--- src/hdl/deadline_timer_table_top_defines.svh ---
// Assertion macros shared by the timer table modules.
// No dependencies; included inside module bodies.
`ifndef DEADLINE_TIMER_TABLE_TOP_DEFINES_SVH
`define DEADLINE_TIMER_TABLE_TOP_DEFINES_SVH

// Same-cycle implication, idle during reset.
`define DTT_ASSERT_IMPL(label, clk, rst_n, ante, cons, msg) \
    label: assert property (@(posedge clk) disable iff (!(rst_n)) (ante) |-> (cons)) \
        else $error(msg);

// Next-cycle implication, idle during reset.
`define DTT_ASSERT_NEXT(label, clk, rst_n, ante, cons, msg) \
    label: assert property (@(posedge clk) disable iff (!(rst_n)) (ante) |=> (cons)) \
        else $error(msg);

`endif

--- src/hdl/dtt_pkg.sv ---
// Types and constants for the deadline timer table.
// No dependencies.
package dtt_pkg;

    localparam int NOW_W      = 52;
    localparam int DELAY_W    = 32;
    localparam int HANDLER_W  = 8;
    localparam int CTX_W      = 32;
    localparam int DEADLINE_W = 53;
    localparam int PROD_W     = 41;  // 31-bit delay times 10-bit scale

    localparam logic [DEADLINE_W-1:0] DEADLINE_NONE = '1;
    localparam logic [9:0]            MS_TO_US      = 10'd1000;

    localparam logic CMD_SCHEDULE = 1'b0;
    localparam logic CMD_RUN      = 1'b1;

    typedef enum logic [2:0] {
        ST_IDLE,
        ST_SCHED_SCAN,
        ST_SCHED_DONE,
        ST_RUN_MIN,
        ST_RUN_FIRE,
        ST_RUN_DONE
    } t_state;

    typedef struct packed {
        logic load;        // capture the accepted item
        logic acc_clear;   // reset earliest deadline before a run
        logic scan_start;  // point the scan at slot 0
        logic scan_step;   // advance the scan
        logic kill_scan;   // match and kill on the current slot
        logic min_scan;    // fold current slot into the earliest deadline
        logic expire;      // drop the current slot if expired
        logic emit_sched;  // insert and post the schedule result
        logic emit_fired;  // post a fired result for the current slot
        logic emit_close;  // post the closing result of a run
    } t_ctl_cmd;

    typedef struct packed {
        logic scan_last;
        logic fire_live;
        logic out_free;
    } t_ctl_status;

endpackage

--- src/hdl/dtt_if.sv ---
// Item channels of the deadline timer table: input and result streams.
// Depends on dtt_pkg.
interface dtt_in_if;
    import dtt_pkg::*;

    logic                        valid;
    logic                        ready;
    logic                        command;
    logic [NOW_W-1:0]            now_us;
    logic signed [DELAY_W-1:0]   delay_ms;
    logic [HANDLER_W-1:0]        handler_id;
    logic [CTX_W-1:0]            context_tag;

    modport source (output valid, command, now_us, delay_ms, handler_id, context_tag,
                    input ready);
    modport sink (input valid, command, now_us, delay_ms, handler_id, context_tag,
                  output ready);
endinterface

interface dtt_out_if;
    import dtt_pkg::*;

    logic                   valid;
    logic                   ready;
    logic                   fired;
    logic [HANDLER_W-1:0]   fired_handler;
    logic [CTX_W-1:0]       fired_context;
    logic [DEADLINE_W-1:0]  earliest_deadline;
    logic                   table_full;
    logic                   last_result;

    modport source (output valid, fired, fired_handler, fired_context, earliest_deadline,
                    table_full, last_result, input ready);
    modport sink (input valid, fired, fired_handler, fired_context, earliest_deadline,
                  table_full, last_result, output ready);
endinterface

--- src/hdl/dtt_ram.sv ---
// Generic simple dual-port RAM, one write and one registered read port.
// No dependencies.
module dtt_ram #(
    parameter int WIDTH = 8,
    parameter int DEPTH = 16
) (
    input  logic                     i_clk,
    input  logic                     i_we,
    input  logic [$clog2(DEPTH)-1:0] i_waddr,
    input  logic [WIDTH-1:0]         i_wdata,
    input  logic [$clog2(DEPTH)-1:0] i_raddr,
    output logic [WIDTH-1:0]         o_rdata
);
    logic [WIDTH-1:0] r_mem [DEPTH];
    logic [WIDTH-1:0] r_rdata;

    always_ff @(posedge i_clk) begin
        if (i_we) begin
            r_mem[i_waddr] <= i_wdata;
        end
        r_rdata <= r_mem[i_raddr];
    end

    assign o_rdata = r_rdata;
endmodule

--- src/hdl/dtt_datapath.sv ---
// Timer table datapath: slot store, scan counter, earliest deadline, result register.
// Depends on dtt_pkg, dtt_ram and the assertion macro header.
module dtt_datapath #(
    parameter int TABLE_DEPTH  = 16,
    parameter int CONTEXT_BITS = 32
) (
    input  logic                            i_clk,
    input  logic                            i_rst_n,
    input  dtt_pkg::t_ctl_cmd               i_cmd,
    output dtt_pkg::t_ctl_status            o_status,
    input  logic [dtt_pkg::NOW_W-1:0]       i_now_us,
    input  logic signed [dtt_pkg::DELAY_W-1:0] i_delay_ms,
    input  logic [dtt_pkg::HANDLER_W-1:0]   i_handler_id,
    input  logic [dtt_pkg::CTX_W-1:0]       i_context_tag,
    output logic                            o_out_valid,
    input  logic                            i_out_ready,
    output logic                            o_fired,
    output logic [dtt_pkg::HANDLER_W-1:0]   o_fired_handler,
    output logic [dtt_pkg::CTX_W-1:0]       o_fired_context,
    output logic [dtt_pkg::DEADLINE_W-1:0]  o_earliest_deadline,
    output logic                            o_table_full,
    output logic                            o_last_result
);
    import dtt_pkg::*;
    `include "deadline_timer_table_top_defines.svh"

    localparam int IW = $clog2(TABLE_DEPTH);
    localparam int CB = CONTEXT_BITS;
    localparam int RW = HANDLER_W + CB + DEADLINE_W;
    localparam logic [IW-1:0] LAST_IDX = IW'(TABLE_DEPTH - 1);

    // item registers
    logic [NOW_W-1:0]      r_now;
    logic [PROD_W-1:0]     r_prod;
    logic                  r_neg;
    logic [HANDLER_W-1:0]  r_handler;
    logic [CB-1:0]         r_ctx;

    // scan and table control
    logic [IW-1:0]         r_idx, n_idx;
    logic                  r_free_found;
    logic [IW-1:0]         r_free_idx;
    logic [TABLE_DEPTH-1:0] r_valid;
    logic [TABLE_DEPTH-1:0] r_killed;
    logic [DEADLINE_W-1:0] r_earliest;

    // result register
    logic                  r_out_valid;
    logic                  r_out_fired;
    logic [HANDLER_W-1:0]  r_out_handler;
    logic [CTX_W-1:0]      r_out_context;
    logic [DEADLINE_W-1:0] r_out_earliest;
    logic                  r_out_full;
    logic                  r_out_last;

    logic [RW-1:0]         rd_data;
    logic [DEADLINE_W-1:0] rd_deadline;
    logic [CB-1:0]         rd_ctx;
    logic [HANDLER_W-1:0]  rd_handler;
    logic [CB+CTX_W-1:0]   ctx_in_ext;
    logic [CB+CTX_W-1:0]   rd_ctx_ext;
    logic [DEADLINE_W-1:0] due;
    logic                  ins_ok;
    logic [DEADLINE_W-1:0] sched_earliest;
    logic                  cur_valid;
    logic                  cur_killed;
    logic                  pending;
    logic                  slot_expired;
    logic                  slot_match;
    logic                  out_free;
    logic                  any_emit;

    assign ctx_in_ext  = {{CB{1'b0}}, i_context_tag};
    assign rd_deadline = rd_data[DEADLINE_W-1:0];
    assign rd_ctx      = rd_data[DEADLINE_W +: CB];
    assign rd_handler  = rd_data[RW-1 -: HANDLER_W];
    assign rd_ctx_ext  = {{CTX_W{1'b0}}, rd_ctx};

    assign cur_valid    = r_valid[r_idx];
    assign cur_killed   = r_killed[r_idx];
    assign pending      = rd_deadline > DEADLINE_W'(r_now);
    assign slot_expired = cur_valid && !pending;
    assign slot_match   = cur_valid && !cur_killed && (rd_handler == r_handler)
                          && (rd_ctx == r_ctx);

    assign due            = DEADLINE_W'(r_now) + DEADLINE_W'(r_prod);
    assign ins_ok         = !r_neg && r_free_found;
    assign sched_earliest = (ins_ok && (due < r_earliest)) ? due : r_earliest;

    assign out_free = !r_out_valid || i_out_ready;
    assign any_emit = i_cmd.emit_sched || i_cmd.emit_fired || i_cmd.emit_close;

    // read address follows the next scan index so data lines up with r_idx
    always_comb begin
        n_idx = r_idx;
        if (i_cmd.scan_start) begin
            n_idx = '0;
        end else if (i_cmd.scan_step) begin
            n_idx = r_idx + IW'(1);
        end
    end

    dtt_ram #(
        .WIDTH(RW),
        .DEPTH(TABLE_DEPTH)
    ) u_slot_ram (
        .i_clk  (i_clk),
        .i_we   (i_cmd.emit_sched && ins_ok),
        .i_waddr(r_free_idx),
        .i_wdata({r_handler, r_ctx, due}),
        .i_raddr(n_idx),
        .o_rdata(rd_data)
    );

    always_ff @(posedge i_clk) begin
        if (!i_rst_n) begin
            r_idx       <= '0;
            r_valid     <= '0;
            r_killed    <= '0;
            r_earliest  <= DEADLINE_NONE;
            r_out_valid <= 1'b0;
        end else begin
            r_idx <= n_idx;
            if (i_cmd.acc_clear) begin
                r_earliest <= DEADLINE_NONE;
            end
            if (i_cmd.kill_scan && slot_match) begin
                r_killed[r_idx] <= 1'b1;
            end
            if (i_cmd.min_scan && cur_valid && pending && (rd_deadline < r_earliest)) begin
                r_earliest <= rd_deadline;
            end
            if (i_cmd.expire && slot_expired) begin
                r_valid[r_idx]  <= 1'b0;
                r_killed[r_idx] <= 1'b0;
            end
            if (i_cmd.emit_sched) begin
                r_earliest <= sched_earliest;
                if (ins_ok) begin
                    r_valid[r_free_idx]  <= 1'b1;
                    r_killed[r_free_idx] <= 1'b0;
                end
            end
            if (any_emit) begin
                r_out_valid <= 1'b1;
            end else if (i_out_ready) begin
                r_out_valid <= 1'b0;
            end
        end
    end

    always_ff @(posedge i_clk) begin
        if (i_cmd.load) begin
            r_now        <= i_now_us;
            r_prod       <= PROD_W'(i_delay_ms[DELAY_W-2:0]) * PROD_W'(MS_TO_US);
            r_neg        <= i_delay_ms[DELAY_W-1];
            r_handler    <= i_handler_id;
            r_ctx        <= ctx_in_ext[CB-1:0];
            r_free_found <= 1'b0;
        end else if (i_cmd.kill_scan && !cur_valid && !r_free_found) begin
            r_free_found <= 1'b1;
            r_free_idx   <= r_idx;
        end
        if (i_cmd.emit_sched) begin
            r_out_fired    <= 1'b0;
            r_out_handler  <= '0;
            r_out_context  <= '0;
            r_out_earliest <= sched_earliest;
            r_out_full     <= !r_neg && !r_free_found;
            r_out_last     <= 1'b1;
        end else if (i_cmd.emit_fired) begin
            r_out_fired    <= 1'b1;
            r_out_handler  <= rd_handler;
            r_out_context  <= rd_ctx_ext[CTX_W-1:0];
            r_out_earliest <= r_earliest;
            r_out_full     <= 1'b0;
            r_out_last     <= 1'b0;
        end else if (i_cmd.emit_close) begin
            r_out_fired    <= 1'b0;
            r_out_handler  <= '0;
            r_out_context  <= '0;
            r_out_earliest <= r_earliest;
            r_out_full     <= 1'b0;
            r_out_last     <= 1'b1;
        end
    end

    assign o_status.scan_last = (r_idx == LAST_IDX);
    assign o_status.fire_live = slot_expired && !cur_killed;
    assign o_status.out_free  = out_free;

    assign o_out_valid         = r_out_valid;
    assign o_fired             = r_out_fired;
    assign o_fired_handler     = r_out_handler;
    assign o_fired_context     = r_out_context;
    assign o_earliest_deadline = r_out_earliest;
    assign o_table_full        = r_out_full;
    assign o_last_result       = r_out_last;

    `DTT_ASSERT_IMPL(a_emit_room, i_clk, i_rst_n, any_emit, out_free,
                     "result posted over one not yet taken")
    `DTT_ASSERT_IMPL(a_fire_live, i_clk, i_rst_n, i_cmd.emit_fired,
                     slot_expired && !cur_killed, "fired result for a slot not live and due")
    `DTT_ASSERT_IMPL(a_full_last, i_clk, i_rst_n, r_out_valid && r_out_full,
                     r_out_last && !r_out_fired, "table full flag outside a schedule result")
endmodule

--- src/hdl/dtt_ctrl.sv ---
// Timer table controller: sequences the slot scans and result posting.
// Depends on dtt_pkg and the assertion macro header.
module dtt_ctrl (
    input  logic                 i_clk,
    input  logic                 i_rst_n,
    input  logic                 i_in_valid,
    input  logic                 i_in_command,
    output logic                 o_in_ready,
    input  dtt_pkg::t_ctl_status i_status,
    output dtt_pkg::t_ctl_cmd    o_cmd
);
    import dtt_pkg::*;
    `include "deadline_timer_table_top_defines.svh"

    t_state   r_state, n_state;
    t_ctl_cmd cmd;
    logic     fire_step;

    assign fire_step = !i_status.fire_live || i_status.out_free;

    always_ff @(posedge i_clk) begin
        if (!i_rst_n) begin
            r_state <= ST_IDLE;
        end else begin
            r_state <= n_state;
        end
    end

    always_comb begin
        n_state    = r_state;
        cmd        = '0;
        o_in_ready = 1'b0;
        case (r_state)
            ST_IDLE: begin
                o_in_ready = 1'b1;
                if (i_in_valid) begin
                    cmd.load       = 1'b1;
                    cmd.scan_start = 1'b1;
                    if (i_in_command == CMD_RUN) begin
                        cmd.acc_clear = 1'b1;
                        n_state       = ST_RUN_MIN;
                    end else begin
                        n_state = ST_SCHED_SCAN;
                    end
                end
            end
            ST_SCHED_SCAN: begin
                cmd.kill_scan = 1'b1;
                cmd.scan_step = 1'b1;
                if (i_status.scan_last) begin
                    n_state = ST_SCHED_DONE;
                end
            end
            ST_SCHED_DONE: begin
                if (i_status.out_free) begin
                    cmd.emit_sched = 1'b1;
                    n_state        = ST_IDLE;
                end
            end
            ST_RUN_MIN: begin
                cmd.min_scan = 1'b1;
                if (i_status.scan_last) begin
                    cmd.scan_start = 1'b1;
                    n_state        = ST_RUN_FIRE;
                end else begin
                    cmd.scan_step = 1'b1;
                end
            end
            ST_RUN_FIRE: begin
                if (fire_step) begin
                    cmd.scan_step  = 1'b1;
                    cmd.expire     = 1'b1;
                    cmd.emit_fired = i_status.fire_live;
                    if (i_status.scan_last) begin
                        n_state = ST_RUN_DONE;
                    end
                end
            end
            ST_RUN_DONE: begin
                if (i_status.out_free) begin
                    cmd.emit_close = 1'b1;
                    n_state        = ST_IDLE;
                end
            end
            default: begin
                n_state = ST_IDLE;
            end
        endcase
    end

    assign o_cmd = cmd;

    `DTT_ASSERT_NEXT(a_idle_hold, i_clk, i_rst_n, (r_state == ST_IDLE) && !i_in_valid,
                     r_state == ST_IDLE, "left idle without an item")
    `DTT_ASSERT_NEXT(a_min_to_fire, i_clk, i_rst_n,
                     (r_state == ST_RUN_MIN) && i_status.scan_last,
                     r_state == ST_RUN_FIRE, "minimum pass did not hand over to fire pass")
    `DTT_ASSERT_NEXT(a_fire_done, i_clk, i_rst_n,
                     (r_state == ST_RUN_FIRE) && i_status.scan_last && fire_step,
                     r_state == ST_RUN_DONE, "fire pass did not close after last slot")
endmodule

--- src/hdl/deadline_timer_table_top.sv ---
// Deadline timer table top level: wires controller, datapath and item channels.
// Depends on dtt_pkg, dtt_if, dtt_ctrl and dtt_datapath.
//
//  channel  | dir | handshake     | payload
//  ---------+-----+---------------+-----------------------------------------------
//  i_in     | in  | valid / ready | command, now_us, delay_ms, handler_id, context_tag
//  o_out    | out | valid / ready | fired, fired_handler, fired_context,
//           |     |               | earliest_deadline, table_full, last_result
//
// Schedule: accept, scan one slot per cycle, post the result when the output is free.
// Run: one pass finds the earliest deadline, a second pass fires and drops due
// slots; both passes read the table through the slot RAM read port.
// Items are taken one at a time; a new item is accepted while the last result waits.
// A held result stalls the fire pass at the next live due slot.
// Reset clears slot valid/killed bits at once; no clearing pass.
module deadline_timer_table_top #(
    parameter int TABLE_DEPTH  = 16,
    parameter int CONTEXT_BITS = 32
) (
    input  logic      i_clk,
    input  logic      i_rst_n,
    dtt_in_if.sink    i_in,
    dtt_out_if.source o_out
);
    import dtt_pkg::*;

    t_ctl_cmd    ctl_cmd;
    t_ctl_status ctl_status;

    dtt_ctrl u_ctrl (
        .i_clk       (i_clk),
        .i_rst_n     (i_rst_n),
        .i_in_valid  (i_in.valid),
        .i_in_command(i_in.command),
        .o_in_ready  (i_in.ready),
        .i_status    (ctl_status),
        .o_cmd       (ctl_cmd)
    );

    dtt_datapath #(
        .TABLE_DEPTH (TABLE_DEPTH),
        .CONTEXT_BITS(CONTEXT_BITS)
    ) u_datapath (
        .i_clk              (i_clk),
        .i_rst_n            (i_rst_n),
        .i_cmd              (ctl_cmd),
        .o_status           (ctl_status),
        .i_now_us           (i_in.now_us),
        .i_delay_ms         (i_in.delay_ms),
        .i_handler_id       (i_in.handler_id),
        .i_context_tag      (i_in.context_tag),
        .o_out_valid        (o_out.valid),
        .i_out_ready        (o_out.ready),
        .o_fired            (o_out.fired),
        .o_fired_handler    (o_out.fired_handler),
        .o_fired_context    (o_out.fired_context),
        .o_earliest_deadline(o_out.earliest_deadline),
        .o_table_full       (o_out.table_full),
        .o_last_result      (o_out.last_result)
    );
endmodule

--- src/flat_wrapper.sv ---
// flat-port wrapper written by rule: the top's interface ports become plain ports
module deadline_timer_table_top_flat import dtt_pkg::*;
#(
    parameter int TABLE_DEPTH  = 16,
    parameter int CONTEXT_BITS = 32
)
  (i_clk, i_rst_n, i_in_valid, i_in_command, i_in_now_us, i_in_delay_ms, i_in_handler_id, i_in_context_tag, i_in_ready, o_out_valid, o_out_fired, o_out_fired_handler, o_out_fired_context, o_out_earliest_deadline, o_out_table_full, o_out_last_result, o_out_ready);
  dtt_in_if i_in_i ();
  dtt_out_if o_out_i ();
  input  logic i_clk;
  input  logic i_rst_n;
  input wire logic [$bits(i_in_i.valid)-1:0] i_in_valid;
  input wire logic [$bits(i_in_i.command)-1:0] i_in_command;
  input wire logic [$bits(i_in_i.now_us)-1:0] i_in_now_us;
  input wire logic [$bits(i_in_i.delay_ms)-1:0] i_in_delay_ms;
  input wire logic [$bits(i_in_i.handler_id)-1:0] i_in_handler_id;
  input wire logic [$bits(i_in_i.context_tag)-1:0] i_in_context_tag;
  output wire logic [$bits(i_in_i.ready)-1:0] i_in_ready;
  output wire logic [$bits(o_out_i.valid)-1:0] o_out_valid;
  output wire logic [$bits(o_out_i.fired)-1:0] o_out_fired;
  output wire logic [$bits(o_out_i.fired_handler)-1:0] o_out_fired_handler;
  output wire logic [$bits(o_out_i.fired_context)-1:0] o_out_fired_context;
  output wire logic [$bits(o_out_i.earliest_deadline)-1:0] o_out_earliest_deadline;
  output wire logic [$bits(o_out_i.table_full)-1:0] o_out_table_full;
  output wire logic [$bits(o_out_i.last_result)-1:0] o_out_last_result;
  input wire logic [$bits(o_out_i.ready)-1:0] o_out_ready;
  assign i_in_i.valid = i_in_valid;
  assign i_in_i.command = i_in_command;
  assign i_in_i.now_us = i_in_now_us;
  assign i_in_i.delay_ms = i_in_delay_ms;
  assign i_in_i.handler_id = i_in_handler_id;
  assign i_in_i.context_tag = i_in_context_tag;
  assign i_in_ready = i_in_i.ready;
  assign o_out_valid = o_out_i.valid;
  assign o_out_fired = o_out_i.fired;
  assign o_out_fired_handler = o_out_i.fired_handler;
  assign o_out_fired_context = o_out_i.fired_context;
  assign o_out_earliest_deadline = o_out_i.earliest_deadline;
  assign o_out_table_full = o_out_i.table_full;
  assign o_out_last_result = o_out_i.last_result;
  assign o_out_i.ready = o_out_ready;
  deadline_timer_table_top #(.TABLE_DEPTH(TABLE_DEPTH), .CONTEXT_BITS(CONTEXT_BITS)) u_core (.i_clk(i_clk), .i_rst_n(i_rst_n), .i_in(i_in_i), .o_out(o_out_i));
endmodule
--- config.mk ---
export PLATFORM = sky130hd
export DESIGN_NAME = deadline_timer_table_top_flat
export DESIGN_NICKNAME = d
export VERILOG_FILES = /design/src/hdl/dtt_pkg.sv /design/src/hdl/dtt_if.sv /design/src/hdl/dtt_ram.sv /design/src/hdl/dtt_datapath.sv /design/src/hdl/dtt_ctrl.sv /design/src/hdl/deadline_timer_table_top.sv /design/src/flat_wrapper.sv
export VERILOG_INCLUDE_DIRS = /design/src /design/src/hdl
export SDC_FILE = /design/constraint.sdc
export NUM_CORES = 2
export LEC_CHECK = 0
export BUFFER_PORTS_ARGS = -buffer_cell sky130_fd_sc_hd__clkbuf_2
export CORE_MARGIN = 10
export CORE_UTILIZATION = 64
export CTS_BUF_LIST = sky130_fd_sc_hd__clkbuf_2 sky130_fd_sc_hd__clkbuf_4 sky130_fd_sc_hd__clkbuf_8
export DETAILED_ROUTE_END_ITERATION = 10
export GPL_TIMING_DRIVEN = 0
export HOLD_SLACK_MARGIN = 0.03
export MAX_ROUTING_LAYER = met4
export PLACE_DENSITY = 0.81
export RECOVER_POWER = 100
export SLEW_MARGIN = 20
export SYNTH_ARGS = -nofsm -noshare
export SYNTH_HDL_FRONTEND = slang
export SYNTH_HIERARCHICAL = 1
export SYNTH_SLANG_ARGS = --single-unit
--- constraint.sdc ---
create_clock -name i_clk -period 14.1 [get_ports i_clk]
set_clock_uncertainty 0.05 [all_clocks]
set_input_delay 1.41 -clock i_clk [delete_from_list [all_inputs] [get_ports i_clk]]
set_output_delay 1.41 -clock i_clk [all_outputs]
set_load 0.02 [all_outputs]
* Word level (Yosys, flattened, before mapping) *
Memories as Yosys holds them, arrays and structs flattened. A register that Yosys moved wholly into a read port is not among the register bits.
Cells that the tools add are included.

storage, ports and cells
  flip-flop bits (word level) = 325
  RAM bits = 1488
  input port bits = 129
  output and inout bits = 98
  logic and storage cells = 155
  memories kept = 1

memories
  memory                              depth  bits a word  read ports  clocked after memory_dff  write ports  RTL line       source
  u_core.u_datapath.u_slot_ram.r_mem  16     93           1           1                         1            dtt_ram.sv:14  logic [WIDTH-1:0] r_mem [DEPTH];

operators by class
  add/subtract/negate cells = 2
  multipliers = 1
  order comparisons = 7
  equal/unequal tests = 14
  mux-type cells = 66
  bitwise logic cells = 8
  reduce and logical (&&, ||, !) cells = 37

operators with widths
  kind                                                                                 count
  53-bit 2-to-1 mux                                                                    7
  16-bit 2-to-1 mux                                                                    10
  53-bit < comparator                                                                  2
  32-bit 2-to-1 mux                                                                    2
  52-bit by 41-bit adder with 53-bit output                                            1
  53-bit by 52-bit greater-than comparator with 1-bit output                           1
  16-bit AND                                                                           3
  31-bit by 7-bit multiplier with 38-bit output, second input constant                 1
  32-bit equality test                                                                 1
  16-bit NOT                                                                           2
  16-bit OR                                                                            2
  1-bit 2-to-1 mux                                                                     27
  3-bit 2-to-1 mux                                                                     7
  1-bit logical AND                                                                    18
  8-bit 2-to-1 mux                                                                     2
  3-bit case mux with 5 select lines                                                   1
  4-bit by 5-bit < comparator with 1-bit output, second input constant                 2
  1-bit binary-select mux with 4-bit select                                            2
  1-bit demux with 4-bit select                                                        2
  8-bit equality test                                                                  1
  4-bit by 1-bit greater-or-equal comparator with 1-bit output, second input constant  2
  4-bit 2-to-1 mux                                                                     2
  2-bit by 1-bit inequality test with 1-bit output, second input constant              4
  1-bit logical NOT                                                                    7
  other kinds (17)                                                                     26

* Depth between registers and ports, before layout *
  depth after elaboration = 15
  depth in mapped cells = 23
  depth with buffers taken out = 21

* Hierarchy *
Netlist, hierarchy kept.

modules (own cells, without submodules)
  module        instances  cells each  area each (µm²)  seq. area each (µm²)
  dtt_ram       1          2382        57395.0          46544.6
  dtt_datapath  1          2339        23510.0          8338.0
  dtt_ctrl      1          42          305.3            60.1

* Least setup slack after synthesis *
No wires, ideal clock.

  path kind = input-to-reg
  from = input o_out_ready
  to = memory u_core/u_datapath/u_slot_ram/r_mem[0][0] in the netlist's numbering (enable)
  library setup time = 0.658 ns
  arrival = 9.694 ns
  data required time = 13.392 ns
  path slack = 3.698 ns
  stages on the path = 9
  path buffers = 1
  cells stage by stage = nand2b_1 > buf_4 > nand2_1 > nor3_1 > clkinv_1 > or3_1 > inv_1 > or3b_2 > nor3_1

RTL lines
  what         RTL line            source
  from (decl)  flat_wrapper.sv:26  input wire logic [$bits(o_out_i.ready)-1:0] o_out_ready;
  to (decl)    dtt_ram.sv:14

* Worst setup path after layout *
  from = register u_core.u_datapath.r_now[3]
  to = register u_core.u_datapath.r_out_earliest[2], in the netlist u_core/u_datapath/o_earliest_deadline[2] (data pin)

on the way
  elaborated cells between the ends (all ways) = 14
  classes of those cells = 1 x add/sub; 2 x order compare; 5 x mux; 6 x reduce/logical

RTL lines
  what                                       RTL line             source
  from (decl)                                dtt_datapath.sv:33   logic [NOW_W-1:0] r_now;
  from (signal assigned)                     dtt_datapath.sv:154  r_now <= i_now_us;
  52-bit by 41-bit adder with 53-bit output  dtt_datapath.sv:86   assign due = DEADLINE_W'(r_now) + DEADLINE_W'(r_prod);
  via u_core.u_datapath.due[51]              dtt_datapath.sv:62   logic [DEADLINE_W-1:0] due;
  53-bit < comparator                        dtt_datapath.sv:88   assign sched_earliest = (ins_ok && (due < r_earliest)) ? due : r_earliest;
  1-bit logical AND                          dtt_datapath.sv:88
  53-bit 2-to-1 mux                          dtt_datapath.sv:88
  53-bit 2-to-1 mux                          dtt_datapath.sv:164  if (i_cmd.emit_sched) begin
  to (signal assigned)                       dtt_datapath.sv:168  r_out_earliest <= sched_earliest;
  to (signal assigned)                       dtt_datapath.sv:175  r_out_earliest <= r_earliest;
  to (signal assigned)                       dtt_datapath.sv:182  r_out_earliest <= r_earliest;
  to (decl)                                  dtt_datapath.sv:52   logic [DEADLINE_W-1:0] r_out_earliest;

The timed path passes the listed nets, and every way through them passes these cells.
A chain may end at the register's enable or synchronous reset.

==> flow_summary.yaml <==
timing:
  setup_violations: 0
  max_freq_mhz: 82.6
  slew_violations: 1050
  worstMarginPinSlew_ns: 3.21
  final.setup.worst_slack_ns: 1.99
  final_hold_viol_count: 0
  grt_setup_unrepaired: "false"
  period_share_pct: 85.9
  finalCriticalPeriod_ns: 12.11
  slew_headroom_pct: -114
  hold_ws_ns: 0.428
place:
  dp_hpwl_mm: 156
  portBuffers: 226
  gp_congestion: 0.956
  dp_slack_ns: 4.26
logic_synthesis:
  yosysSeqAreaShare_pct: 67.7
  synthTopCellsByCount: "1,677 x edfxtp_1, 381 x mux4_2, 281 x ha_1"
  syn-num-nets: 5288
  synth_top_area_cell: "edfxtp_1"
  yosys_warnings: 6
  avgSynthCellArea_um2: 17.1
  ys_types: 87
  synth_cells: 4763
  synth_ff_type: "edfxtp_1"
  async_reset_ff_share_pct: 0
  synth.area.top_cells: "edfxtp_1 62%, mux4_2 11%, dfxtp_1 5.6%, ha_1 4.3%, fa_1 2.8%"
  syn_area_mm2: 0.0812
  synth_top_area_share_pct: 62.0
  synth_most_common_cell: "edfxtp_1"
  ys_seq_elements: 1906
  synth-edff-count: 1677
die:
  fp.dieH_um: 376
  rows: 130
  start_util_pct: 64.5
  core_mm2: 0.126
  die_area_mm2: 0.142
  ioPinCount: 227
  die_x_um: 376
pwr:
  total_power_mw: 18.2
  p_leak_nw: 31.6
  p_per_area_mw_per_mm2: 200
  irDropWorstVdd_mv: 0.143
worst_setup_path:
  slowest_stage: "a2111oi_0"
  required_ns: 14.70
  path_cells: "ha_1 > inv_1 > fa_1 > nand2b_1 > a21oi_1 > o2111ai_1 > a2111oi_0 > o2111ai_1 > a21oi_1 > o211ai_1 > xnor2_1 > ha_1 > nand4_1 > or2_2 > or4_1 > or3_1 > a31oi_1 > or3_1 > clkbuf_1 > nor2_1 > clkbuf_1 > o21ai_0"
  start_kind: "flop"
  cp-end-kind: "flop"
  slowest_delay_ns: 1.39
  crit_buf_inv: 3
  critPathMaxFanout: 18
  crit_type: "flop to flop"
  path_delay_family: "compound AO/OA/AOI/OAI gates"
  arrival_ns: 12.71
global_routing:
  grt_usage_pct: 32.7
  antenna_found_initial: 9
  grt_pass1_vias: 49564
  grt_pass1_wl_mm: 328
  gr-total-overflow: 0
  grt_max_degree: 59
flow_run:
  cap_violations: 54
route:
  routed_via_density: 6.77
  dr.pass1.iters: 8
  initialDrtViolationCount: 6736
  dr_total_vias: 49662
  drt-total-wl_mm: 226
  drc: 0
  antenna_left: 0
  wl_per_cell_um: 30.8
clock_tree:
  postCtsSetupBuffers: 0
  cts-buffers-inserted: 311
  holdBufCountCts: 0
  insertion_delay_ns: 1.03
  htree_num_levels: 5
  clock_sinks: 1906
  cts.repair.resized: 0
  clkSlewWorstSetupHoldPaths_ns: 0.06
  cts_root_buf: "clkbuf_8"
  cts_tree: "done"
  clockBufferDepth: 4
final_layout:
  area_growth_pct: 12.0
  drive_above_1_share_pct: 18.7
  nets: 5966
  multiInputGateArea_mm2: 0.0244
  num-fill-cells: 7654
  utilization_pct: 72.2
  ff_latch_area_mm2: 0.0549
outcome:
  violations: "max-capacitance violations, max-slew violations"
  outcome: "complete, but fails checks"
worst_hold_path:
  hold_class: "flop to flop"
==> area by class of cell <==
class                           count  share of cell area, %
Clock buffer                      443                   6.00
Multi-Input combinational cell   2413                   26.9
Tap cell                         1650                   2.27
Clock inverter                     99                  0.751
Sequential cell                  1906                   60.4
Antenna cell                       17                 0.0468
Inverter                          248                   1.02
Timing Repair Buffer              365                   1.67
Buffer                            196                  0.978
==> worst register-to-register path, cell delays in order (launching register included) <==
cell and delay, ns:
edfxtp_1 0.46, ha_1 0.24, inv_1 0.07, fa_1 0.39
nand2b_1 0.18, a21oi_1 0.32, o2111ai_1 0.38, a2111oi_0 1.39
o2111ai_1 0.63, a21oi_1 0.92, o211ai_1 0.19, xnor2_1 1.36
ha_1 0.30, nand4_1 0.20, or2_2 0.39, or4_1 0.58
or3_1 0.43, a31oi_1 0.46, or3_1 0.19, clkbuf_1 0.63
nor2_1 0.64, clkbuf_1 0.55, o21ai_0 0.85
==> cell families (layout without fill, tap and decap cells) <==
| logic type | after synthesis | after routing | share of synthesized area (%) |
|---|---|---|---|
| mux | 415 | 415 | 11.0 |
| compound gates | 851 | 851 | 7.04 |
| other cells | 0 | 17 | 0 |
| fa+ha+maj | 396 | 396 | 7.16 |
| xor+xnor | 107 | 107 | 1.15 |
| buf+inv | 444 | 1351 | 2.26 |
| simple gates | 644 | 644 | 3.71 |
| flops | 1906 | 1906 | 67.7 |
==> layout by cell type, fill, tap and decap left out, types with 17 or more instances in the layout <==
cell and count:
clkbuf_4 103, clkinv_1 51, diode_2 17, xnor2_1 47
o21ai_0 148, nor3_1 42, a22oi_1 191, xor2_1 60
o31ai_1 19, inv_1 246, mux4_2 381, o21a_1 21
buf_2 35, a21o_1 58, nor2b_1 17, nand3_1 49
nand2_1 238, nor2_1 154, nor4_1 18, a21oi_1 180
nand2b_1 18, o22ai_1 31, clkbuf_8 340, nand4_1 29
a22o_1 40, clkbuf_1 394, fa_1 115, edfxtp_1 1677
dfxtp_1 229, a211oi_1 26, clkinv_2 30, o211ai_1 17
ha_1 281, clkbuf_2 102
==> registers in the layout, indices dropped and copies added, names as in the netlist, 32 cells and up <==
name	flops
u_core/u_datapath/r_prod	38
u_core/u_datapath/u_slot_ram/r_mem	1488
u_core/u_datapath/o_fired_context	32
u_core/u_datapath/r_earliest	53
u_core/u_datapath/r_ctx	32
u_core/u_datapath/r_now	52
u_core/u_datapath/o_earliest_deadline	53
u_core/u_datapath/u_slot_ram/o_rdata	93
==> stage by stage <==
stage / instance area [µm²] / cells / TNS, ns
after floorplan: 81200 / 4763 / 0
after global placement: 84400 / 6639 / -1808.36
after detailed placement: 87100 / 6778 / 0
after CTS: 93300 / 7320 / 0
after global routing: 90900 / 7327 / 0
final: 90900 / 7337 / 0
==> worst paths after layout <==
check | startpoint | endpoint | slack (ns) | depth (start not counted)
worst max-delay path | u_core/u_datapath/r_now[3] | u_core/u_datapath/o_earliest_deadline[2] | 1.99 | 22
worst min-delay path | u_core/u_datapath/r_valid[10] | u_core/u_datapath/r_valid[10] | 0.43 | 2
worst max register to register | u_core/u_datapath/r_now[3] | u_core/u_datapath/o_earliest_deadline[2] | 1.99 | 22
worst min register to register | u_core/u_datapath/r_valid[10] | u_core/u_datapath/r_valid[10] | 0.43 | 2
==> power by group <==
part / switching [mW] / internal (mW)
Sequential: 0.362 / 7.54
Clock: 2.13 / 2.65
Combinational: 3.60 / 1.92
==> routing by layer <==
| layer | GRT usage (%) | up-vias | part of all wire, % |
|---|---|---|---|
| li1 | - | 20328 | - |
| met1 | 43.6 | 24829 | 36 |
| met2 | 47.4 | 3872 | 45 |
| met3 | 9.91 | 633 | 14 |
| met4 | 13.4 | 0 | 4.5 |
| met5 | - | - | 0 |
Note: power is estimated with default switching activity, not from simulation.
